File: config.mk
export PLATFORM = sky130hd
export DESIGN_NAME = dynamic_priority_scheduler_core
export DESIGN_NICKNAME = d
export VERILOG_FILES = /design/src/rtl/dps_pkg.sv /design/src/rtl/dynamic_priority_scheduler_core.sv /design/src/rtl/dps_ctrl.sv /design/src/rtl/dps_datapath.sv
export SDC_FILE = /design/constraint.sdc
export NUM_CORES = 2
export LEC_CHECK = 0
export BUFFER_PORTS_ARGS = -buffer_cell sky130_fd_sc_hd__buf_2
export CORE_ASPECT_RATIO = 0.9
export CORE_MARGIN = 2
export CORE_UTILIZATION = 60
export CTS_BUF_LIST = sky130_fd_sc_hd__clkbuf_4
export DETAILED_ROUTE_END_ITERATION = 8
export PLACE_DENSITY = 0.88
export REMOVE_ABC_BUFFERS = 1
export SKIP_LAST_GASP = 1
export SLEW_MARGIN = 40
export SYNTH_ARGS = -nofsm -noshare
export SYNTH_HDL_FRONTEND = slang
export SYNTH_SLANG_ARGS = --single-unit
File: constraint.sdc
create_clock -name clk -period 13.1 [get_ports clk]
set_input_delay 2.62 -clock clk [delete_from_list [all_inputs] [get_ports clk]]
set_output_delay 2.62 -clock clk [all_outputs]
set_load 0.01 [all_outputs]
File: src/rtl/dps_pkg.sv
// Shared types and constants for the dynamic priority scheduler.
package dps_pkg;

    localparam int QUEUE_DEPTH = 16;
    localparam int CNT_W       = $clog2(QUEUE_DEPTH + 1);
    localparam int QCOUNT_W    = 5;

    localparam logic OP_ADD  = 1'b0;
    localparam logic OP_TICK = 1'b1;

    localparam logic [2:0] ST_REQUEUED = 3'd0;
    localparam logic [2:0] ST_FINISHED = 3'd1;
    localparam logic [2:0] ST_IDLE     = 3'd2;
    localparam logic [2:0] ST_ADDED    = 3'd3;
    localparam logic [2:0] ST_FULL     = 3'd4;
    localparam logic [2:0] ST_ZERO     = 3'd5;

    localparam logic signed [15:0] PRIO_MIN = 16'sh8000;

    typedef struct packed {
        logic [7:0]         id;
        logic signed [15:0] prio;
        logic [15:0]        run;
        logic [15:0]        need;
    } entry_t;

    typedef enum logic [1:0] {
        SEL_REQ,
        SEL_HEAD,
        SEL_HELD,
        SEL_ZERO
    } out_sel_t;

    typedef struct packed {
        logic       ins_req;
        logic       ins_held;
        logic       pop;
        logic       load_held;
        logic       load_out;
        logic [2:0] st;
        out_sel_t   sel;
    } cmd_t;

    typedef struct packed {
        logic full;
        logic empty;
        logic zero_need;
        logic done;
        logic out_busy;
    } sts_t;

endpackage

File: src/rtl/dynamic_priority_scheduler_core.sv
// Top level of the dynamic priority scheduler: controller plus datapath.
//
//  channel | handshake            | payload
//  --------+----------------------+---------------------------------------------
//  in      | in_valid / in_stall  | opcode, proc_id, priority_req, needed_time
//  out     | out_valid / out_stall| status, out_proc_id, out_priority,
//          |                      | out_run_time, out_needed_time, queue_count
//
// An add, or a tick that finishes its process or finds the queue empty, completes
// from idle; a tick that requeues its process enters a requeue state for the sorted
// reinsertion. The queue is a row of shift cells that insert and pop move at once.
// in_stall is high while a requeue is in progress or a result waits under out_stall.
// Reset empties the queue and drops any pending result; queue cells hold no reset.
module dynamic_priority_scheduler_core (
    input  logic               clk,
    input  logic               rst_n,
    input  logic               in_valid,
    output logic               in_stall,
    input  logic               opcode,
    input  logic [7:0]         proc_id,
    input  logic signed [15:0] priority_req,
    input  logic [15:0]        needed_time,
    output logic               out_valid,
    input  logic               out_stall,
    output logic [2:0]         status,
    output logic [7:0]         out_proc_id,
    output logic signed [15:0] out_priority,
    output logic [15:0]        out_run_time,
    output logic [15:0]        out_needed_time,
    output logic [4:0]         queue_count
);

    dps_pkg::cmd_t cmd;
    dps_pkg::sts_t sts;

    dps_ctrl u_ctrl (
        .clk      (clk),
        .rst_n    (rst_n),
        .in_valid (in_valid),
        .in_stall (in_stall),
        .opcode   (opcode),
        .sts      (sts),
        .cmd      (cmd)
    );

    dps_datapath u_datapath (
        .clk             (clk),
        .rst_n           (rst_n),
        .proc_id         (proc_id),
        .priority_req    (priority_req),
        .needed_time     (needed_time),
        .cmd             (cmd),
        .sts             (sts),
        .out_valid       (out_valid),
        .out_stall       (out_stall),
        .status          (status),
        .out_proc_id     (out_proc_id),
        .out_priority    (out_priority),
        .out_run_time    (out_run_time),
        .out_needed_time (out_needed_time),
        .queue_count     (queue_count)
    );

endmodule

File: src/rtl/dps_ctrl.sv
// Controller state machine: sequences add, pop and requeue steps.
module dps_ctrl (
    input  logic          clk,
    input  logic          rst_n,
    input  logic          in_valid,
    output logic          in_stall,
    input  logic          opcode,
    input  dps_pkg::sts_t sts,
    output dps_pkg::cmd_t cmd
);

    typedef enum logic {
        S_IDLE,
        S_REQUEUE
    } state_t;

    state_t state_reg;
    state_t state_next;
    logic   accept;

    assign in_stall = (state_reg != S_IDLE) || sts.out_busy;
    assign accept   = in_valid && !in_stall;

    always_comb
    begin
        cmd        = '0;
        cmd.sel    = dps_pkg::SEL_REQ;
        state_next = state_reg;
        case (state_reg)
            S_IDLE:
            begin
                if (accept)
                begin
                    if (opcode == dps_pkg::OP_ADD)
                    begin
                        cmd.load_out = 1'b1;
                        cmd.sel      = dps_pkg::SEL_REQ;
                        if (sts.full)
                            cmd.st = dps_pkg::ST_FULL;
                        else if (sts.zero_need)
                            cmd.st = dps_pkg::ST_ZERO;
                        else
                        begin
                            cmd.ins_req = 1'b1;
                            cmd.st      = dps_pkg::ST_ADDED;
                        end
                    end
                    else if (sts.empty)
                    begin
                        cmd.load_out = 1'b1;
                        cmd.st       = dps_pkg::ST_IDLE;
                        cmd.sel      = dps_pkg::SEL_ZERO;
                    end
                    else
                    begin
                        cmd.pop = 1'b1;
                        if (sts.done)
                        begin
                            cmd.load_out = 1'b1;
                            cmd.st       = dps_pkg::ST_FINISHED;
                            cmd.sel      = dps_pkg::SEL_HEAD;
                        end
                        else
                        begin
                            // hold the aged head for reinsertion next cycle
                            cmd.load_held = 1'b1;
                            state_next    = S_REQUEUE;
                        end
                    end
                end
            end
            S_REQUEUE:
            begin
                cmd.ins_held = 1'b1;
                cmd.load_out = 1'b1;
                cmd.st       = dps_pkg::ST_REQUEUED;
                cmd.sel      = dps_pkg::SEL_HELD;
                state_next   = S_IDLE;
            end
            default:
            begin
                state_next = S_IDLE;
            end
        endcase
    end

    always_ff @(posedge clk or negedge rst_n)
    begin
        if (!rst_n)
            state_reg <= S_IDLE;
        else
            state_reg <= state_next;
    end

endmodule

File: src/rtl/dps_datapath.sv
// Datapath: sorted shift-register queue, held entry and output register.
module dps_datapath (
    input  logic                clk,
    input  logic                rst_n,
    input  logic [7:0]          proc_id,
    input  logic signed [15:0]  priority_req,
    input  logic [15:0]         needed_time,
    input  dps_pkg::cmd_t       cmd,
    output dps_pkg::sts_t       sts,
    output logic                out_valid,
    input  logic                out_stall,
    output logic [2:0]          status,
    output logic [7:0]          out_proc_id,
    output logic signed [15:0]  out_priority,
    output logic [15:0]         out_run_time,
    output logic [15:0]         out_needed_time,
    output logic [4:0]          queue_count
);

    localparam int DEPTH = dps_pkg::QUEUE_DEPTH;
    localparam int CW    = dps_pkg::CNT_W;
    localparam int QW    = dps_pkg::QCOUNT_W;

    dps_pkg::entry_t entry_reg [DEPTH];
    dps_pkg::entry_t entry_next [DEPTH];
    dps_pkg::entry_t held_reg;
    dps_pkg::entry_t req_entry;
    dps_pkg::entry_t head_upd;
    dps_pkg::entry_t aged;
    dps_pkg::entry_t ins_entry;
    dps_pkg::entry_t out_entry;
    logic [CW-1:0]   count_reg;
    logic [CW-1:0]   count_next;
    logic [CW+QW-1:0] count_ext;
    logic [DEPTH-1:0] keep;
    logic            out_valid_reg;
    logic [2:0]      status_reg;
    dps_pkg::entry_t out_entry_reg;
    logic [QW-1:0]   qcount_reg;

    always_comb
    begin
        req_entry.id   = proc_id;
        req_entry.prio = priority_req;
        req_entry.run  = 16'd0;
        req_entry.need = needed_time;

        head_upd     = entry_reg[0];
        head_upd.run = entry_reg[0].run + 16'd1;

        aged = head_upd;
        if (head_upd.prio != dps_pkg::PRIO_MIN)
            aged.prio = head_upd.prio - 16'sd1;
    end

    assign sts.full      = (count_reg >= CW'(DEPTH));
    assign sts.empty     = (count_reg == '0);
    assign sts.zero_need = (needed_time == 16'd0);
    assign sts.done      = (head_upd.run == head_upd.need);
    assign sts.out_busy  = out_valid_reg && out_stall;

    assign ins_entry = cmd.ins_held ? held_reg : req_entry;

    // cells holding priority >= new entry stay; the first other takes it, the rest shift down
    always_comb
    begin
        for (int i = 0; i < DEPTH; i++)
            keep[i] = (CW'(i) < count_reg) && (entry_reg[i].prio >= ins_entry.prio);

        for (int i = 0; i < DEPTH; i++)
            entry_next[i] = entry_reg[i];

        if (cmd.ins_req || cmd.ins_held)
        begin
            if (!keep[0])
                entry_next[0] = ins_entry;
            for (int i = 1; i < DEPTH; i++)
            begin
                if (!keep[i])
                    entry_next[i] = keep[i-1] ? ins_entry : entry_reg[i-1];
            end
        end
        else if (cmd.pop)
        begin
            for (int i = 0; i < DEPTH - 1; i++)
                entry_next[i] = entry_reg[i+1];
        end
    end

    always_comb
    begin
        count_next = count_reg;
        if (cmd.ins_req || cmd.ins_held)
            count_next = count_reg + CW'(1);
        else if (cmd.pop)
            count_next = count_reg - CW'(1);
    end

    assign count_ext = {{QW{1'b0}}, count_next};

    always_comb
    begin
        case (cmd.sel)
            dps_pkg::SEL_REQ:  out_entry = req_entry;
            dps_pkg::SEL_HEAD: out_entry = head_upd;
            dps_pkg::SEL_HELD: out_entry = held_reg;
            dps_pkg::SEL_ZERO: out_entry = '0;
            default:           out_entry = '0;
        endcase
    end

    always_ff @(posedge clk)
    begin
        for (int i = 0; i < DEPTH; i++)
            entry_reg[i] <= entry_next[i];
        if (cmd.load_held)
            held_reg <= aged;
        if (cmd.load_out)
        begin
            status_reg    <= cmd.st;
            out_entry_reg <= out_entry;
            qcount_reg    <= count_ext[QW-1:0];
        end
    end

    always_ff @(posedge clk or negedge rst_n)
    begin
        if (!rst_n)
        begin
            count_reg     <= '0;
            out_valid_reg <= 1'b0;
        end
        else
        begin
            count_reg <= count_next;
            if (cmd.load_out)
                out_valid_reg <= 1'b1;
            else if (!out_stall)
                out_valid_reg <= 1'b0;
        end
    end

    assign out_valid       = out_valid_reg;
    assign status          = status_reg;
    assign out_proc_id     = out_entry_reg.id;
    assign out_priority    = out_entry_reg.prio;
    assign out_run_time    = out_entry_reg.run;
    assign out_needed_time = out_entry_reg.need;
    assign queue_count     = qcount_reg;

endmodule

Yosys cells after proc, flatten, opt, wreduce, memory -nomap -nowiden --
Memories as Yosys holds them, arrays and structs flattened. Index checks and enable logic that the tools add are counted. W data, S select, Z words.
Cells by class: add/sub/neg operators 4, magnitude comparators 33, equal/unequal tests 6, multiplexer cells 62, bitwise gates (word level) 1, reductions and logical operators 24
Operators by type and width (count):
- $mux W56 | 33
- $mux W840 | 2
- $ge A16 B16 Y1 | 16
- $pmux W56 S4 | 1
- $lt A4 B5 Y1 const A | 8
- $lt A3 B5 Y1 const A | 4
- $logic_and A1 B1 Y1 | 18
- $mux W6 | 3
- $add A16 B1 Y16 const B | 1
- $eq A16 B16 Y1 | 1
- $logic_not A16 Y1 | 1
- $mux W16 | 1
- $ne A16 B16 Y1 const B | 1
- $sub A16 B2 Y16 const B | 1
- $mux W1 | 12
- $pmux W6 S2 | 1
- $lt A1 B5 Y1 const A | 2
- $lt A2 B5 Y1 const A | 2
- $mux W5 | 2
- $mux W8 | 1
- $mux W2 | 3
- $mux W3 | 2
- $add A5 B1 Y5 const B | 1
- $ge A5 B5 Y1 const B | 1
- other kinds (10) | 12
Storage, ports and cells: register bits 127, bits in writable memories 896, bits of input ports 45, memories kept 1
Memory list:
- u_datapath.entry_reg | words 16, bits a word 56, rd ports 16, clocked after memory_dff 0, wr ports 16, RTL line dps_datapath.sv:24 | dps_pkg::entry_t entry_reg [DEPTH];

Longest topological paths before layout --
An unclocked memory read counts as a cell.
depth after elaboration 10, depth in mapped cells 15, gate-level depth less buffers 11

Modules after synthesis --
A second synthesis with hierarchy kept.
Second synthesis, totals: cell total of the unflattened synthesis 5147, area total of the unflattened synthesis 56666.8 sq um
By module, submodules not included:
- dps_datapath | times used 1, cells each 5124, area an instance 56482.9 sq um, sequential area each 30659.4 sq um
- dps_ctrl | times used 1, cells each 23, area an instance 183.9 sq um, sequential area each 25.0 sq um

Least setup slack after synthesis --
No wires, ideal clock.
kind input to register, start point input priority_req[0], end point memory u_datapath.entry_reg[0][112] (netlist name), enable pin, arrival 9233 ps, required time 12552 ps, setup slack 3319 ps, stages on the path 12, path buffers 3, path through mux2_2 > clkbuf_1 > ha_1 > nand2b_1 > a21o_1 > a21o_1 > a21o_1 > a221oi_1 > a21oi_1 > buf_2 > buf_1 > o21ai_0
RTL lines:
- start, declared | RTL line dynamic_priority_scheduler_core.sv:21 | input logic signed [15:0] priority_req,
- end, declared | RTL line dps_datapath.sv:24

==> run metrics <==
status=finished with violations; violated checks=DRC; Worst-path clk slew=0.06 ns; layout cells sized above 1=0.130; Post-Layout Cell Count=6707; GRT overflow=0; commonest non-fill, non-tap cell in the layout=edfxtp_1; Worst Max-Slew Pin Slew=0.954 ns; CTS Sinks=1023; clock power share=0.173; ys async rst share=0.00684; pre-CTS WS=5.48 ns; most frequent cells in the layout=edfxtp_1 (1016), o21ai_0 (822), nand2_1 (799); CTS tree=built; register area=30700 um^2; Initial Util=0.604; die height=293 um; first-pass GRT wire length=269000 um; CP Data Required Time=13.82 ns; total wire length=182000 um; drt via density=6.96; Yosys warnings=0; Yosys cell types=73; Clock Skew=0.123 ns; switch share=0.438; vias=46700; Setup crit end kind=flip-flop; worst hold path class=reg2reg; WL/cell=27.1 um; post-route minimum period=6.98 ns; sw power=6.97 mW; vias in the first global route=43900; Placed Cells=6269; number of gates resized after cts=0; nets=5616; I/O Pins=111; core area=92600 um^2; Final Max Tran Viols=0; Detail Route Antenna Nets=0; relative slew slack=0.364; fin area=60800 um^2; CTS H-tree lvls=5; max_cap viols=0; Root Buffer=clkbuf_4; Port Buffer Count=110; final core utilization=0.657; Hold WS=0.491 ns; Die W=326 um; Syn Std Cell Area=55900 um^2; power per cell area=262 nW/um^2; Final period util=0.533; Worst Path Max Fanout=50; total power=15.9 mW; router iterations before antenna repair=9; Sequential Power Share=0.398; setup TNS=0 ns; worst-case clock buffer depth=4; drt drc=3; Top FF cell, synth=edfxtp_1; GR Util met1=0.511; GRT busiest layer=met2; post-CTS setup buffer count=0; routability-driven placement congestion ratio=0.958; area delta synth->final=8.90%; hold violation count in the final report=0; setup violators final=0; sequential fraction of the synthesis area=0.549; multi-input logic area=23700 um^2; reg2reg setup slack=6.65 ns; Crit Path Class=in2reg; met2 usage=0.523; Iteration-0 DRC Markers=8916; total CTS buffers=277; Internal=8.96 mW; Die ar.=95600 um^2; #FFs+latches synth=1023; Static Leak=24.0 nW; max reg flops=896; hold buffers post-CTS=0; FMAX=0.143 GHz; setup ws final=6.12 ns; Post-DP Area=57600 um^2; RSZ-0062 raised after global routing=false; largest net degree at the start of global routing=140; Row Count=106; Tot GR Track Use=0.370; detailed placement HPWL=109000 um; initial antenna violation count=2; Avg Cell Area, Syn=10.6 um^2; VDD IR-drop max=0.000273 V; Syn Inst Count=5247; CP arrival=7.70 ns; number of synthesized flops with an enable pin=1016; met3 layer usage reported by global route=0.128; FILL cells=6741; worst skew pair latency=1.20 ns; combinational power share=0.429; Worst setup SP type=input pin
worst max-delay path, cell delays in order:
cell,delay (ns)
buf_2,0.08
mux2_2,0.40
clkinv_1,0.79
ha_1,0.50
a21o_1,0.17
a21o_1,0.17
a221oi_1,0.29
o21ai_1,0.17
o221ai_4,0.40
buf_4,0.67
nand2_1,0.21
nand2_4,0.36
buf_4,0.75
power groups by stage:
stage | Sequential (mW) | Combinational, mW | Clock [mW]
finish | 6.34 | 6.83 | 2.76
detailed placement | 6.30 | 6.44 | 0
global route | 6.40 | 7.16 | 2.90
CTS | 6.26 | 6.48 | 2.75
global placement | 6.26 | 6.10 | 0
floorplan | 6.18 | 5.33 | 0
synth_stat cells, types with 20 or more instances:
master    instances  area, um^2
a21o_1           72         541
o311ai_0         46         403
nand3_1         108         541
buf_2            24         120
mux2_2           43         484
inv_1            60         225
buf_1            31         116
mux2i_1         432        4320
edfxtp_1       1016       30500
ha_1            262        3280
a22o_1           40         350
clkbuf_1        357        1340
nor2_1          437        1640
o21ai_0         837        4190
xnor2_1          20         175
a221o_1          64         641
nand4_1          52         325
a21oi_1         223        1120
xor2_1           23         201
nand2_1         805        3020
o211ai_1         53         398
path summary, 6_finish.rpt:
| check | from | endpoint | cells after the start |
|---|---|---|---|
| max reg2reg | u_ctrl.state_reg$_DFF_PN0_ | u_datapath.entry_reg[0][108]$_DFFE_PP_ | 12 |
| min in group asynchronous | rst_n | u_datapath.count_reg[2]$_DFF_PN0_ | 1 |
| max in group asynchronous | rst_n | u_ctrl.state_reg$_DFF_PN0_ | 1 |
| min reg2reg | u_datapath.entry_reg[0][55]$_DFFE_PP_ | u_datapath.held_reg[55]$_DFFE_PP_ | 0 |
| min | u_datapath.entry_reg[0][55]$_DFFE_PP_ | u_datapath.held_reg[55]$_DFFE_PP_ | 0 |
| max | priority_req[12] | u_datapath.entry_reg[0][108]$_DFFE_PP_ | 13 |
layer usage:
layer  vias up  routed length [um]
met2      4530               75500
met5         -                   0
met4         0                9360
li1      19700                   -
met1     21800               65700
met3       719               31400
area by class of cell:
cell class                      count  share of cell area
Antenna cell                        6            0.000247
Clock buffer                      387              0.0478
Clock inverter                     42             0.00368
Inverter                           60             0.00370
Multi-Input combinational cell   3747               0.390
Sequential cell                  1023               0.504
Tap cell                         1242              0.0255
Timing Repair Buffer              200              0.0245
cell families after synthesis:
logic type | synth area share
AOI/OAI and AO/OA | 0.151
xor gates and xnor gates | 0.00717
adders and majority gates | 0.0587
buffers and inverters | 0.0333
DFF | 0.549
muxes | 0.0861
and+or+nand+nor | 0.115
No activity file was read; power rests on OpenSTA's default activity.
